--- config.mk ---
export PLATFORM = sky130hd
export DESIGN_NAME = spme_cell
export DESIGN_NICKNAME = d
export VERILOG_FILES = /design/src/rtl/sample_playback_mixer_echo_assert.svh /design/src/rtl/spme_pkg.sv /design/src/rtl/spme_cell.sv
export SDC_FILE = /design/constraint.sdc
export NUM_CORES = 1
export LEC_CHECK = 0
export BUFFER_PORTS_ARGS = -buffer_cell sky130_fd_sc_hd__buf_4
export CELL_PAD_IN_SITES_DETAIL_PLACEMENT = 1
export CELL_PAD_IN_SITES_GLOBAL_PLACEMENT = 1
export CORE_ASPECT_RATIO = 2
export CORE_MARGIN = 4
export CORE_UTILIZATION = 36
export CTS_BUF_LIST = sky130_fd_sc_hd__clkbuf_8
export CTS_CLUSTER_DIAMETER = 50
export DETAILED_ROUTE_END_ITERATION = 6
export PLACE_DENSITY = 0.92
export SLEW_MARGIN = 20
export SYNTH_ARGS = -nofsm -noshare
export SYNTH_HDL_FRONTEND = slang
export SYNTH_SLANG_ARGS = --single-unit
--- constraint.sdc ---
create_clock -name clk -period 3 [get_ports clk]
set_input_delay 0.6 -clock clk [delete_from_list [all_inputs] [get_ports clk]]
set_output_delay 0.6 -clock clk [all_outputs]
set_load 0.02 [all_outputs]
--- src/rtl/sample_playback_mixer_echo_assert.svh ---
// Assertion macros for the sample playback mixer.
`ifndef SAMPLE_PLAYBACK_MIXER_ECHO_ASSERT_SVH
`define SAMPLE_PLAYBACK_MIXER_ECHO_ASSERT_SVH
`ifndef NO_ASSERTIONS
`define SPME_ASSERT_IMP(lbl, a, b) lbl: assert property (@(posedge clk) disable iff (!rst_n) \
  (a) |-> (b)) else $error("implication check failed");
`define SPME_ASSERT_NXT(lbl, a, b) lbl: assert property (@(posedge clk) disable iff (!rst_n) \
  (a) |=> (b)) else $error("next-cycle check failed");
`else
`define SPME_ASSERT_IMP(lbl, a, b)
`define SPME_ASSERT_NXT(lbl, a, b)
`endif
`endif

--- src/rtl/spme_pkg.sv ---
// Shared types, constants and scaling functions of the sample playback mixer.
package spme_pkg;

  localparam int VOICES        = 8;
  localparam int VOICE_W       = 3;
  localparam int SAMPLE_FRAMES = 131072;
  localparam int SF_W          = 17;
  localparam int ECHO_FRAMES   = 65536;
  localparam int EF_W          = 16;
  localparam int UNITY         = 800;
  localparam int SPEED_MAX     = 1600;
  localparam int SPEED_WRAP    = 400;

  // reciprocals for exact floor division by constants
  localparam logic [27:0] REC800    = 28'd171798692;  // 2^37 / 800, x < 2^27
  localparam int          REC800_SH = 37;
  localparam logic [31:0] REC800P   = 32'd2748779070; // 2^41 / 800, x <= 2^31
  localparam int          REC800P_SH = 41;
  localparam logic [28:0] REC1995   = 29'd275566825;  // 2^39 / 1995, x < 2^28
  localparam int          REC1995_SH = 39;

  typedef enum logic [2:0] {
    KIND_TICK  = 3'd0,
    KIND_WRITE = 3'd1,
    KIND_SET   = 3'd2,
    KIND_TRIG  = 3'd3,
    KIND_STEP  = 3'd4
  } kind_t;

  typedef enum logic [1:0] {
    REG_ECHO_LEVEL = 2'd0,
    REG_ECHO_DELAY = 2'd1,
    REG_AUTO_RETRIG = 2'd2
  } reg_idx_t;

  typedef struct packed {
    logic signed [31:0] pos;
    logic [10:0]        speed;
    logic [11:0]        vol;
    logic [18:0]        gap;
    logic [17:0]        vend;
    logic               stopped;
  } voice_t;

  typedef struct packed {
    logic shift;
    logic wr;
  } cell_ctl_t;

  localparam voice_t VOICE_RESET = '{pos: 32'sd0, speed: 11'd800, vol: 12'd400,
                                     gap: 19'd0, vend: 18'd0, stopped: 1'b1};

  function automatic logic [16:0] div800(input logic [26:0] x);
    logic [54:0] p;
    p = 55'(x) * 55'(REC800);
    return p[REC800_SH +: 17];
  endfunction

  // signed product -> trunc toward zero /800 -> 16-bit wrap
  function automatic logic [15:0] sc16(input logic signed [28:0] p);
    logic [28:0] mag;
    logic [16:0] q;
    mag = p[28] ? 29'(-p) : 29'(p);
    q = div800(mag[26:0]);
    return p[28] ? 16'(-q) : q[15:0];
  endfunction

endpackage

--- src/rtl/spme_cell.sv ---
// One voice cell of the rotating voice chain.
module spme_cell (
  input  logic              clk,
  input  logic              rst_n,
  input  spme_pkg::cell_ctl_t ctl,
  input  spme_pkg::voice_t  nb_i,
  input  spme_pkg::voice_t  wr_i,
  output spme_pkg::voice_t  q_o
);

  spme_pkg::voice_t rec_r;

  always_ff @(posedge clk) begin
    if (!rst_n) begin
      rec_r <= spme_pkg::VOICE_RESET;
    end else if (ctl.shift) begin
      rec_r <= nb_i;
    end else if (ctl.wr) begin
      rec_r <= wr_i;
    end
  end

  assign q_o = rec_r;

endmodule

==> run summary <==
vias per cell: 5.103
main combinational cell family by area after synthesis: multiplexers
Layout area overhead: 48.32%
count of buffers from port buffering: 282
Hold Buf Count CTS: 0
Peak VDD IR: 236.1 uV
CP Capture Type: register
maxcap violations: 0
CP Class: primary input to register
CP Cell Sequence: buf_4 > buf_12 > mux2_4 > o211a_1
FILL cells: 1478
nets: 864
commonest non-fill, non-tap cell in the layout: buf_4
min Tclk post-route: 1.696 ns
via count: 4256
Die Y: 173.1 um
vias in the first global route: 4870
CTS Sinks: 93
Setup Skew: 0 ns
TritonRoute pass-1 iters: 4
die width: 90.56 um
post-DR wirelength/cell: 20.75 um
initial DRC count: 94
Critical Path AT: 1.93 ns
M1 GR Usage: 0.1928
crit-path max FO: 37
crit path launch type: primary input
GRT met3 Usage: 0.06835
Worst Path Required: 3.24 ns
CTS tree: done
#FFs+latches synth: 93
die area: 0.01568 mm2
synthesized area: 0.004907 mm2
final hold vios: 0
Worst-path clk slew: 0.08 ns
routability cong.: 0.7661
DP Wirelength: 13670 um
worst slew pin tran: 0.7270 ns
run status: completed
XOR/XNOR Fraction of Synth Area: 0
Congestion Overflow GR: 0
post-cts resize count: 0
Max-slew headroom: 0.5153
achievable frequency: 0.5896 GHz
antenna violations before repair: 0
pwr dens: 437.5 mW/mm2
initial core utilization: 0.3652
Buf+Inv Stages, Crit Path: 2
global-route wire length before repair: 26280 um
Tot GR Track Use: 0.2138
setup violators final: 0
Worst path max stage delay: 0.47 ns
synth warn: 0
largest net degree at the start of global routing: 71
antenna diode count: 0
core area: 0.01344 mm2
compound-cell area share of the yosys netlist: 0.1826
final setup TNS: 0 ns
worst skew pair latency: 0.34 ns
WL final: 17310 um
Avg Inst Size Synth: 11.88 um2
Tcrit/Tclk final: 0.5654
GRT busiest layer: met2
Final ANT Viol Nets: 0
IO Count: 283
CP max stage cell: buf_4
fraction of layout cells with a size suffix above 1: 0.5729
simple-gate share of the synthesized area: 0.1237
clock root buffer: clkbuf_8
Syn Inst Count: 413
htree depth: 3
most frequent cells in the layout: buf_4, dfxtp_1, o211a_1
critical path's top delay family: buffers and inverters
max reg flops: 93
setup bufs post-CTS: 0
met2 Use GR: 0.4171
cts bufs inserted: 9
row count: 60
DRC errors left: 0
hold crit path type: primary input to register
RSZ-0062 raised after global routing: false
fin. max-slew vios: 0
Adder-Cell Fraction of Synth Area: 0
Netlist cell types: 16
Net Count, Synth: 603
Lkg Pwr: 4.135 nW
Hold WS: 0.5494 ns
fraction of synthesized area in multiplexers: 0.2575
Seq/Total Area, Yosys: 0.3794
Max Root-Sink Buffers: 2
## final cells by class
| class | instances | area, um2 | area share |
|---|---|---|---|
| tap | 155 | 193.9 | 0.02665 |
| multi-input combinational | 280 | 2766 | 0.3801 |
| timing repair buffer | 290 | 2240 | 0.3077 |
| clock buffer | 11 | 151.4 | 0.02080 |
| sequential | 93 | 1862 | 0.2558 |
| clock inverter | 5 | 65.06 | 0.008939 |
## metrics by stage
step | worst slack [ns] | util | total power, mW | cells | area [um2]
6_report | 1.304 | 0.5416 | 3.184 | 834 | 7278
3_5_place_dp | 0.9194 | 0.5255 | 2.299 | 818 | 7062
4_1_cts | 1.320 | 0.5416 | 3.238 | 834 | 7278
2_1_floorplan | 1.493 | - | 1.883 | 413 | 4907
5_1_grt | 1.274 | 0.5416 | 3.341 | 834 | 7278
3_3_place_gp | 0.9354 | 0.5255 | 2.254 | 818 | 7062
## path summary, 6_finish.rpt
kind / from / end / slack (ns) / cells after the start
max reg2reg: q_o[34]$_SDFFE_PN0P_ / q_o[34]$_SDFFE_PN0P_ / 2.08 / 2
max: ctl[0] / q_o[62]$_SDFFE_PN0P_ / 1.30 / 4
min reg2reg: q_o[59]$_SDFFE_PN1P_ / q_o[59]$_SDFFE_PN1P_ / 0.55 / 2
min: wr_i[59] / q_o[59]$_SDFFE_PN1P_ / 0.55 / 3
## power breakdown
part,total [mW],switching (mW),internal (mW),leakage [nW]
registers,1.39,0.0561,1.33,0.776
clock network,0.922,0.480,0.443,0.111
logic,0.876,0.368,0.507,3.25
## worst register-to-register path, delay by kind of cell, from the launching register on
family	cells	cell delay (ns)
AOI/OAI and AO/OA	1	0.21
DFF	1	0.34
muxes	1	0.27
## routing by layer
| metal | wire [um] | share of wire |
|---|---|---|
| met5 | 0 | 0 |
| met1 | 5544 | 0.32 |
| met2 | 9864 | 0.57 |
| met3 | 1173 | 0.068 |
| met4 | 723 | 0.042 |
## cell families (layout without fill, tap and decap cells)
group | after synthesis | count (layout)
flip-flops | 93 | 93
buffers and inverters | 40 | 306
multiplexers | 93 | 93
AND/OR/NAND/NOR | 94 | 94
AO/OA/AOI/OAI | 93 | 93
## cell usage after synthesis
library cell,count,area share
mux2_1,3,0.0069
dfxtp_1,93,0.38
mux2i_1,7,0.014
a21oi_1,7,0.0071
clkbuf_2,1,0.0010
clkbuf_1,19,0.015
buf_6,16,0.037
mux2_4,60,0.18
o211a_1,86,0.18
or2b_1,1,0.0015
and3b_1,7,0.012
buf_2,3,0.0031
nor2b_1,1,0.0013
mux2_2,23,0.053
nand2b_1,85,0.11
buf_4,1,0.0015
Note: power is estimated with default switching activity, not from simulation.
